`src/hw/rtl/wvms_pkg.sv`:
```
`timescale 1ns / 1ps
// ----------------------------------------------------------------------------
// wvms_pkg: shared constants for the wind statistics block
// Arctangent table, fixed-point scale factors and shared-unit operations.
// ----------------------------------------------------------------------------
package wvms_pkg;

    localparam int TABLE_LEN = 24;
    localparam int ZW = 34;   // angle word, Q2.30 plus headroom
    localparam int XW = 40;   // CORDIC x/y word

    localparam logic signed [ZW-1:0] Q30_PER_DEGREE = 34'sd18740330;
    localparam logic signed [XW-1:0] CORDIC_X0 = 40'sd19898;
    localparam logic [28:0] HUNDREDTHS_MUL = 29'd375493621;

    localparam logic [1:0] OP_ROTATE = 2'd0;
    localparam logic [1:0] OP_VECTOR = 2'd1;

    function automatic logic signed [ZW-1:0] atan_q30(input logic [4:0] i);
        logic signed [ZW-1:0] r;
        begin
            case (i)
                5'd0: r = 34'sd843314856;
                5'd1: r = 34'sd497837829;
                5'd2: r = 34'sd263043836;
                5'd3: r = 34'sd133525158;
                5'd4: r = 34'sd67021686;
                5'd5: r = 34'sd33543515;
                5'd6: r = 34'sd16775850;
                5'd7: r = 34'sd8388437;
                5'd8: r = 34'sd4194282;
                5'd9: r = 34'sd2097149;
                5'd10: r = 34'sd1048575;
                5'd11: r = 34'sd524287;
                5'd12: r = 34'sd262143;
                5'd13: r = 34'sd131071;
                5'd14: r = 34'sd65535;
                5'd15: r = 34'sd32767;
                5'd16: r = 34'sd16383;
                5'd17: r = 34'sd8191;
                5'd18: r = 34'sd4095;
                5'd19: r = 34'sd2047;
                5'd20: r = 34'sd1023;
                5'd21: r = 34'sd511;
                5'd22: r = 34'sd255;
                5'd23: r = 34'sd127;
                default: r = '0;
            endcase
            return r;
        end
    endfunction

endpackage

```
`src/hw/rtl/wvms_cordic.sv`:
```
`timescale 1ns / 1ps
// ----------------------------------------------------------------------------
// wvms_cordic: iterative CORDIC engine
// One micro-rotation a cycle, in rotation or vectoring mode.
// ----------------------------------------------------------------------------
module wvms_cordic
    import wvms_pkg::*;
#(
    parameter int STEPS = 16
)
(
    input  logic                 clk,
    input  logic                 rst_n,
    input  logic                 start,
    input  logic [1:0]           op,
    input  logic signed [XW-1:0] x_in,
    input  logic signed [XW-1:0] y_in,
    input  logic signed [ZW-1:0] z_in,
    output logic                 done,
    output logic signed [XW-1:0] x_out,
    output logic signed [XW-1:0] y_out,
    output logic signed [ZW-1:0] z_out
);

    localparam int NSTEP = (STEPS > TABLE_LEN) ? TABLE_LEN : STEPS;

    logic                 busy_reg;
    logic [4:0]           step_reg;
    logic [1:0]           op_reg;
    logic signed [XW-1:0] x_reg, y_reg;
    logic signed [ZW-1:0] z_reg;
    logic                 pos;
    logic signed [XW-1:0] xs, ys;

    // Arithmetic shift of a signed value already rounds towards minus infinity.
    assign xs  = x_reg >>> step_reg;
    assign ys  = y_reg >>> step_reg;
    assign pos = (op_reg == OP_ROTATE) ? !z_reg[ZW-1] : !y_reg[XW-1];

    always_ff @(posedge clk or negedge rst_n)
    begin
        if (!rst_n)
        begin
            busy_reg <= 1'b0;
            step_reg <= '0;
            done     <= 1'b0;
        end
        else
        begin
            done <= 1'b0;
            if (start)
            begin
                busy_reg <= 1'b1;
                step_reg <= '0;
            end
            else if (busy_reg)
            begin
                if (step_reg == 5'(NSTEP - 1))
                begin
                    busy_reg <= 1'b0;
                    done     <= 1'b1;
                end
                step_reg <= step_reg + 5'd1;
            end
        end
    end

    always_ff @(posedge clk)
    begin
        if (start)
        begin
            op_reg <= op;
            x_reg  <= x_in;
            y_reg  <= y_in;
            z_reg  <= z_in;
        end
        else if (busy_reg)
        begin
            if (op_reg == OP_ROTATE)
            begin
                x_reg <= pos ? x_reg - ys : x_reg + ys;
                y_reg <= pos ? y_reg + xs : y_reg - xs;
                z_reg <= pos ? z_reg - atan_q30(step_reg) : z_reg + atan_q30(step_reg);
            end
            else
            begin
                x_reg <= pos ? x_reg + ys : x_reg - ys;
                y_reg <= pos ? y_reg - xs : y_reg + xs;
                z_reg <= pos ? z_reg + atan_q30(step_reg) : z_reg - atan_q30(step_reg);
            end
        end
    end

    assign x_out = x_reg;
    assign y_out = y_reg;
    assign z_out = z_reg;

endmodule

```
`src/hw/rtl/wind_vector_mean_stats.sv`:
```
`timescale 1ns / 1ps
// ----------------------------------------------------------------------------
// wind_vector_mean_stats: period statistics of wind samples
// Running extremes, mean speed and vector-mean direction over a period.
// ----------------------------------------------------------------------------
// Usage. Words enter on the valid/ready input channel. A word with kind = 0
// is a wind sample: it updates the period's minima and maxima (the first
// sample seeds them) and, while the count is below MAX_SAMPLES, adds the
// mean speed and the CORDIC sine and cosine of the mean direction to the
// sums; the iterative CORDIC engine rotates the sample's direction first.
// A word with kind = 1 closes the period: the block divides the speed sum
// by the count with a restoring divider, runs the CORDIC in vectoring
// mode, multiplies the angle into hundredths, wraps it and presents one
// result word; when either sum is zero no vectoring is needed and the
// direction comes straight from the signs. An empty period gives its
// result in the cycle after the close is accepted. Ready is low
// throughout this work. The result is held in an output register until
// taken; a stalled receiver keeps the block busy and the next input word
// waits. Reset clears every accumulator and marks the period as awaiting
// its first sample.
// ----------------------------------------------------------------------------
module wind_vector_mean_stats
    import wvms_pkg::*;
#(
    parameter int MAX_SAMPLES  = 255,
    parameter int CORDIC_STEPS = 16
)
(
    input  logic        clk,
    input  logic        rst_n,
    input  logic        in_valid,
    output logic        in_ready,
    input  logic        kind,
    input  logic [8:0]  dir_min,
    input  logic [8:0]  dir_mean,
    input  logic [8:0]  dir_max,
    input  logic [13:0] speed_min,
    input  logic [13:0] speed_mean,
    input  logic [13:0] speed_max,
    output logic        out_valid,
    input  logic        out_ready,
    output logic [13:0] avg_speed,
    output logic [13:0] peak_speed,
    output logic [13:0] low_speed,
    output logic [8:0]  peak_dir,
    output logic [8:0]  low_dir,
    output logic [15:0] vector_dir,
    output logic [7:0]  sample_total,
    output logic        empty_res
);

    localparam logic [3:0] S_IDLE  = 4'd0;
    localparam logic [3:0] S_ROT   = 4'd1;
    localparam logic [3:0] S_ACC   = 4'd2;
    localparam logic [3:0] S_DIV   = 4'd3;
    localparam logic [3:0] S_VEC   = 4'd4;
    localparam logic [3:0] S_MUL   = 4'd5;
    localparam logic [3:0] S_FIN   = 4'd6;
    localparam logic [3:0] S_OUT   = 4'd7;
    localparam logic [3:0] S_WAIT  = 4'd8;
    localparam logic [3:0] S_VWAIT = 4'd9;

    logic [3:0] state_reg;

    // accumulators
    logic [21:0]        speed_sum_reg;
    logic signed [23:0] sine_sum_reg, cosine_sum_reg;
    logic [7:0]         count_reg;
    logic               first_reg;
    logic [8:0]         min_dir_reg, max_dir_reg;
    logic [13:0]        min_spd_reg, max_spd_reg;

    logic               flip_reg;
    logic [13:0]        smean_reg;
    logic [21:0]        quot_reg;
    logic [8:0]         rem_reg;    // remainder is below the 8-bit count
    logic [4:0]         dcnt_reg;
    logic [15:0]        base_reg;
    logic signed [62:0] prod_reg;

    // CORDIC connection
    logic                 c_start, c_done;
    logic [1:0]           c_op;
    logic signed [XW-1:0] c_xi, c_yi, c_xo, c_yo;
    logic signed [ZW-1:0] c_zi, c_zo;

    wvms_cordic #(.STEPS(CORDIC_STEPS)) u_cordic (
        .clk(clk), .rst_n(rst_n), .start(c_start), .op(c_op),
        .x_in(c_xi), .y_in(c_yi), .z_in(c_zi),
        .done(c_done), .x_out(c_xo), .y_out(c_yo), .z_out(c_zo)
    );

    // Angle reduction to -90..90 degrees for a sample's mean direction.
    logic [8:0]         dmod;
    logic signed [9:0]  dred;
    logic               dflip;
    always_comb
    begin
        dmod  = (dir_mean >= 9'd360) ? dir_mean - 9'd360 : dir_mean;
        dflip = 1'b0;
        if (dmod > 9'd270)
            dred = $signed({1'b0, dmod}) - 10'sd360;
        else if (dmod > 9'd90)
        begin
            dred  = $signed({1'b0, dmod}) - 10'sd180;
            dflip = 1'b1;
        end
        else
            dred = $signed({1'b0, dmod});
    end

    // Vectoring start: sums scaled by 64, folded into the right half plane.
    logic signed [XW-1:0] vx, vy;
    assign vx = XW'(cosine_sum_reg) <<< 6;
    assign vy = XW'(sine_sum_reg) <<< 6;

    logic in_fire;
    assign in_fire  = in_valid && in_ready;
    assign in_ready = (state_reg == S_IDLE);

    always_comb
    begin
        c_start = 1'b0;
        c_op    = OP_ROTATE;
        c_xi    = CORDIC_X0;
        c_yi    = '0;
        c_zi    = ZW'(dred) * Q30_PER_DEGREE;
        if (in_fire && !kind)
            c_start = 1'b1;
        else if (state_reg == S_VEC)
        begin
            c_start = 1'b1;
            c_op    = OP_VECTOR;
            c_xi    = cosine_sum_reg[23] ? -vx : vx;
            c_yi    = cosine_sum_reg[23] ? -vy : vy;
            c_zi    = '0;
        end
    end

    // Clamp of CORDIC results to Q1.15 and optional negation.
    function automatic logic signed [15:0] sat16(input logic signed [XW-1:0] v);
        begin
            if (v > 40'sd32767)
                return 16'sd32767;
            else if (v < -40'sd32768)
                return -16'sd32768;
            else
                return v[15:0];
        end
    endfunction

    function automatic logic signed [15:0] neg16(input logic signed [15:0] v);
        begin
            return (v == -16'sd32768) ? 16'sd32767 : -v;
        end
    endfunction

    function automatic logic signed [23:0] sat24(input logic signed [24:0] v);
        begin
            if (v > 25'sd8388607)
                return 24'sd8388607;
            else if (v < -25'sd8388608)
                return -24'sd8388608;
            else
                return v[23:0];
        end
    endfunction

    logic signed [15:0] cos_v, sin_v;
    logic [22:0]        sum_ext;
    logic [9:0]         rem_try;
    logic signed [63:0] rnd;
    logic signed [17:0] total;

    always_comb
    begin
        cos_v   = flip_reg ? neg16(sat16(c_xo)) : sat16(c_xo);
        sin_v   = flip_reg ? neg16(sat16(c_yo)) : sat16(c_yo);
        sum_ext = {1'b0, speed_sum_reg} + {9'd0, smean_reg};
        rem_try = {rem_reg, quot_reg[21]} - {2'b0, count_reg};
        rnd     = (64'(prod_reg) + (64'sd1 <<< 45)) >>> 46;
        total   = $signed({2'b0, base_reg}) + 18'(rnd);
    end

    always_ff @(posedge clk or negedge rst_n)
    begin
        if (!rst_n)
        begin
            state_reg      <= S_IDLE;
            out_valid      <= 1'b0;
            speed_sum_reg  <= '0;
            sine_sum_reg   <= '0;
            cosine_sum_reg <= '0;
            count_reg      <= '0;
            first_reg      <= 1'b1;
            min_dir_reg    <= '0;
            max_dir_reg    <= '0;
            min_spd_reg    <= '0;
            max_spd_reg    <= '0;
        end
        else
        begin
            case (state_reg)
                S_IDLE:
                begin
                    if (in_fire && !kind)
                    begin
                        min_dir_reg <= (first_reg || dir_min < min_dir_reg) ? dir_min : min_dir_reg;
                        max_dir_reg <= (first_reg || dir_max > max_dir_reg) ? dir_max : max_dir_reg;
                        min_spd_reg <= (first_reg || speed_min < min_spd_reg) ? speed_min
                                                                               : min_spd_reg;
                        max_spd_reg <= (first_reg || speed_max > max_spd_reg) ? speed_max
                                                                               : max_spd_reg;
                        first_reg <= 1'b0;
                        flip_reg  <= dflip;
                        smean_reg <= speed_mean;
                        state_reg <= S_ROT;
                    end
                    else if (in_fire)
                    begin
                        if (count_reg == 8'd0)
                        begin
                            avg_speed <= '0; peak_speed <= '0; low_speed <= '0;
                            peak_dir <= '0; low_dir <= '0; vector_dir <= '0;
                            sample_total <= '0; empty_res <= 1'b1;
                            out_valid <= 1'b1;
                            state_reg <= S_WAIT;
                        end
                        else
                        begin
                            quot_reg  <= speed_sum_reg;
                            rem_reg   <= '0;
                            dcnt_reg  <= '0;
                            state_reg <= S_DIV;
                        end
                    end
                end
                S_ROT:
                    if (c_done)
                        state_reg <= S_ACC;
                S_ACC:
                begin
                    if (32'(count_reg) < MAX_SAMPLES)
                    begin
                        speed_sum_reg  <= sum_ext[22] ? '1 : sum_ext[21:0];
                        sine_sum_reg   <= sat24(25'(sine_sum_reg) + 25'(sin_v));
                        cosine_sum_reg <= sat24(25'(cosine_sum_reg) + 25'(cos_v));
                        count_reg      <= count_reg + 8'd1;
                    end
                    state_reg <= S_IDLE;
                end
                S_DIV:
                begin
                    // one restoring step a cycle
                    if (!rem_try[9])
                    begin
                        rem_reg  <= rem_try[8:0];
                        quot_reg <= {quot_reg[20:0], 1'b1};
                    end
                    else
                    begin
                        rem_reg  <= {rem_reg[7:0], quot_reg[21]};
                        quot_reg <= {quot_reg[20:0], 1'b0};
                    end
                    dcnt_reg <= dcnt_reg + 5'd1;
                    if (dcnt_reg == 5'd21)
                    begin
                        avg_speed    <= '0;
                        peak_speed   <= max_spd_reg;
                        low_speed    <= min_spd_reg;
                        peak_dir     <= max_dir_reg;
                        low_dir      <= min_dir_reg;
                        sample_total <= count_reg;
                        empty_res    <= 1'b0;
                        base_reg     <= cosine_sum_reg[23] ? 16'd18000 : 16'd0;
                        if (cosine_sum_reg == 24'sd0)
                        begin
                            vector_dir <= (sine_sum_reg > 24'sd0) ? 16'd9000 :
                                          (sine_sum_reg < 24'sd0) ? 16'd27000 : 16'd0;
                            state_reg  <= S_FIN;
                        end
                        else if (sine_sum_reg == 24'sd0)
                        begin
                            vector_dir <= cosine_sum_reg[23] ? 16'd18000 : 16'd0;
                            state_reg  <= S_FIN;
                        end
                        else
                            state_reg <= S_VEC;
                    end
                end
                S_VEC:
                    state_reg <= S_VWAIT;
                S_VWAIT:
                    if (c_done)
                    begin
                        prod_reg  <= 63'(c_zo) * $signed({1'b0, HUNDREDTHS_MUL});
                        state_reg <= S_MUL;
                    end
                S_MUL:
                begin
                    if (total < 18'sd0)
                        vector_dir <= 16'(total + 18'sd36000);
                    else if (total >= 18'sd36000)
                        vector_dir <= 16'(total - 18'sd36000);
                    else
                        vector_dir <= total[15:0];
                    state_reg <= S_FIN;
                end
                S_FIN:
                begin
                    avg_speed  <= quot_reg[13:0];
                    out_valid  <= 1'b1;
                    state_reg  <= S_OUT;
                end
                S_OUT, S_WAIT:
                begin
                    if (out_ready)
                    begin
                        out_valid      <= 1'b0;
                        speed_sum_reg  <= '0;
                        sine_sum_reg   <= '0;
                        cosine_sum_reg <= '0;
                        count_reg      <= '0;
                        first_reg      <= 1'b1;
                        min_dir_reg    <= '0;
                        max_dir_reg    <= '0;
                        min_spd_reg    <= '0;
                        max_spd_reg    <= '0;
                        state_reg      <= S_IDLE;
                    end
                end
                default:
                    state_reg <= S_IDLE;
            endcase
        end
    end

    // A result is offered only while the block is not taking input.
    a_excl: assert property (@(posedge clk) disable iff (!rst_n)
        !(out_valid && in_ready))
        else $error("result offered while accepting input");

    // The count never passes its limit.
    a_count: assert property (@(posedge clk) disable iff (!rst_n)
        32'(count_reg) <= MAX_SAMPLES)
        else $error("sample count beyond limit");

    // An empty flag implies zero count and zero direction in the result.
    a_empty: assert property (@(posedge clk) disable iff (!rst_n)
        (out_valid && empty_res) |-> (sample_total == 8'd0 && vector_dir == 16'd0))
        else $error("empty result carries data");

    // After delivery the period is cleared.
    a_clear: assert property (@(posedge clk) disable iff (!rst_n)
        (out_valid && out_ready) |=> (count_reg == 8'd0 && first_reg))
        else $error("period not cleared after delivery");

endmodule

```
`config.mk`:
```
export PLATFORM = sky130hd
export DESIGN_NAME = wind_vector_mean_stats
export DESIGN_NICKNAME = d
export VERILOG_FILES = /design/src/hw/rtl/wvms_pkg.sv /design/src/hw/rtl/wvms_cordic.sv /design/src/hw/rtl/wind_vector_mean_stats.sv
export SDC_FILE = /design/constraint.sdc
export NUM_CORES = 2
export LEC_CHECK = 0
export ABC_AREA = 1
export BUFFER_PORTS_ARGS = -buffer_cell sky130_fd_sc_hd__buf_2
export CORE_UTILIZATION = 40
export DETAILED_ROUTE_END_ITERATION = 7
export GPL_TIMING_DRIVEN = 0
export PLACE_DENSITY = 0.52
export SYNTH_ARGS = -nofsm -noshare
export SYNTH_HDL_FRONTEND = slang
export SYNTH_MEMORY_MAX_BITS = 65536
export SYNTH_SLANG_ARGS = --single-unit
```
`constraint.sdc`:
```
create_clock -name clk -period 15.6 [get_ports clk]
set_clock_uncertainty 0.15 [all_clocks]
set_input_delay 0.78 -clock clk [delete_from_list [all_inputs] [get_ports clk]]
set_output_delay 0.78 -clock clk [all_outputs]
set_load 0.02 [all_outputs]
```
==> parameters.txt <==
Parameter                              Value

Synthesis
  Synthesized net count    10570
  Share of the synthesized area in the top cell type    0.1636
  Ys Warns    0
  Dominant cell by count in the synthesized netlist    sky130_fd_sc_hd__inv_1
  Synthesized-area fraction occupied by and/or/nand/nor cells    0.1970
  Post-synthesis cell type count    76
  Number of synthesized flops with an enable pin    270
  Commonest cells post-synth    sky130_fd_sc_hd__inv_1, sky130_fd_sc_hd__nand2_1, sky130_fd_sc_hd__ha_1
  Post-synth top flop    sky130_fd_sc_hd__edfxtp_1
  Most area-consuming cells after synthesis    sky130_fd_sc_hd__fa_1, sky130_fd_sc_hd__ha_1, sky130_fd_sc_hd__edfxtp_1
  Dominant combinational cell family by area after synthesis    adder cells
  Share of synthesized area spent on multiplexers    0.008289
  Post-Syn Area per Cell    7.298 µm²
  Mapped Area    0.06657 mm²
  Flops & latches, synth    407
  Sequential element share of the synthesized area    0.1733
  Compound-cell area share of the yosys netlist    0.1598
  Adder and majority gate portion of the synthesized area    0.3198
  Post-synthesis cell type with the largest combined area    sky130_fd_sc_hd__fa_1
  Xor/xnor share of the synthesized area    0.02248
  Post-synthesis async set-or-reset flop share    0.3366
  Post-Synthesis Cells    9121

Global route
  Grt ovf    0
  Wire length of the first global-routing pass    400.7 mm
  Vias in the first global route    62412
  Maximum number of pins on one net before global-route repair    79
  Total global routing track utilization    0.3197
  Initial antenna violation count    11

Die
  Horiz. Die Dim    409.9 µm
  Placeable core area    0.1652 mm²
  Chip Height    409.9 µm
  Num rows    149
  Initial core utilization    0.4030
  Die Outline Area    0.1681 mm²
  Ports    161

Route
  Average routed wire per standard cell    23.57 µm
  Starting DRT DRC Count    6009
  Total number of vias    63719
  Detailed-routing iteration count for the pre-antenna-repair pass    8
  Wire length after detailed routing    273.4 mm
  Detail Route Antenna Nets    0
  Average via count per standard cell    5.494
  DRC Markers    174

Timing
  Final period util    0.5980
  Relative slew margins    -0.08304
  Final hold vios    0
  Total Negative Setup Slacks    0 ns
  Setup repair after global routing missed its margin    false
  Slew at the pin closest to its max-slew limit    1.625 ns
  Pins over their slew limit    22
  Maximum clock frequency    107.2 MHz
  Time the worst path needs with I/O delays and setup    9.328 ns
  Final setup vio count    0

Worst setup path
  Worst reg-to-reg setup slack    7.32 ns
  Start of the worst register-to-register path    u_cordic.z_out[33]
  Start point of the critical path    dir_mean[0]
  Endpoint of the worst-slack reg-to-reg timing path    prod_reg[52]
  Max Fanout on Critical Path    15
  WP data arrival    9.60 ns
  Worst Reg2Reg Path Length in Cells    22
  Critical Path Max Stage Delay    0.87 ns
  Type of element launching the critical path    primary input
  Kind of capture point of the worst setup path    flip-flop
  Critical Path Sink    u_cordic.z_out[27]
  Slowest stage cell on the critical path    sky130_fd_sc_hd__xor2_1
  Required time reported for the critical path endpoint    15.87 ns
  Critical path's most frequent cell    sky130_fd_sc_hd__nand2_1
  Setup Crit Path Kind    in -> reg

Clock tree
  Clock Tree Buf Depth    3
  CTS tree    done
  Clock H-tree levels    2
  Clk sinks    407
  Clock latency on the worst-skew pair    0.72 ns
  Clock root cell    sky130_fd_sc_hd__clkbuf_16
  Number of post-CTS setup repair buffers    0
  Number of clock buffers inserted by TritonCTS    56
  Post-CTS clock slew at the launch and capture registers of the worst setup and hold paths    0.07 ns

Placement
  Detail Placement HPWL    227.3 mm
  Number of buffers added on ports    160
  Final Wtd Congestion    1.036

Layout
  Fraction of final layout cells with drive strength greater than 1    0.04754
  Area delta synth->final    9.030%
  Post-layout nets    10806

Hold path
  Path type of the worst min-delay path    in -> reg
  Startpoint of the worst hold path    speed_mean[7]

Outcome
  Failing checks    design-rule violations, max-capacitance violations, max-slew violations
  Run status    finished with violations

Flow run
  Max Cap Violations    2
==> cells by family after synthesis <==
kind of cell,after synthesis
xor+xnor,167
buf+inv,2104
compound gates,1924
flops,407
fa+ha+maj,1375
simple gates,3089
mux,55
==> cells in the final DEF (no fill, tap or decap), drive strengths merged, types with 17 or more instances in the layout <==
master	instances
a21o	28
a21oi	740
a31oi	52
and3	17
buf	220
clkbuf	280
clkinv	32
dfrtp	136
edfxtp	270
fa	544
ha	831
inv	1845
mux2i	54
nand2	1464
nand3	492
nand4	89
nor2	815
nor3	94
nor4	41
o211ai	61
o21a	43
o21ai	820
o21bai	37
o221ai	19
or2	61
xnor2	54
xor2	113
==> critical path: cells and delay by family <==
kind	cells	cell delay, ns
AO/OA/AOI/OAI	10	1.63
buffers and inverters	6	1.17
adder cells (fa/ha/maj)	7	3.35
XOR/XNOR	3	1.59
AND/OR/NAND/NOR	9	1.03
==> layer usage <==
metal	vias to the layer above	global-route usage	share of wire
met1	30733	0.4368	0.44
met2	2328	0.5069	0.44
met3	470	0.04559	0.071
met5	-	0	0.00011
li1	30184	-	-
met4	4	0.1277	0.045
==> worst min path at each step <==
| stage | cells past startpoint | to |
|---|---|---|
| CTS | 1 | smean_reg[7] |
| floorplan | 2 | first_reg |
| global route | 1 | smean_reg[6] |
| detailed placement | 2 | first_reg |
| finish | 1 | smean_reg[7] |
| global placement | 2 | first_reg |
==> final cells by class <==
type / count / area (µm²)
fillers: 17412 / 92600
multi-input cells: 6610 / 47140
flip-flops and latches: 407 / 11540
inverters: 1849 / 6940
well taps: 2189 / 2739
clock buffers: 68 / 1498
repair buffers: 178 / 1215
plain buffers: 255 / 1025
clock inverters: 36 / 474.2
diodes: 6 / 15.01
==> stage by stage <==
step | setup slack [ns] | area, µm² | utilization | hold WS [ns] | instances
5_1_grt | 5.438 | 72570 | 0.4393 | 0.06131 | 11593
2_1_floorplan | 7.479 | 66570 | - | 0.2983 | 9121
4_1_cts | 6.149 | 72530 | 0.4391 | 0.04031 | 11591
3_3_place_gp | 3.993 | 70110 | 0.4244 | 0.3078 | 11470
3_5_place_dp | 5.463 | 70550 | 0.4271 | 0.3140 | 11486
6_report | 6.272 | 72580 | 0.4394 | 0.08546 | 11598
==> repair_timing <==
item                                   CTS  global route
gates resized for setup                  0             0
hold buffers                             1             0
setup endpoints to repair                0             0
endpoints found under the hold margin   59             0
Power is left out: the tool's default activity adds up to more than one toggle a clock period on the data nets, which glitch-free logic cannot reach.
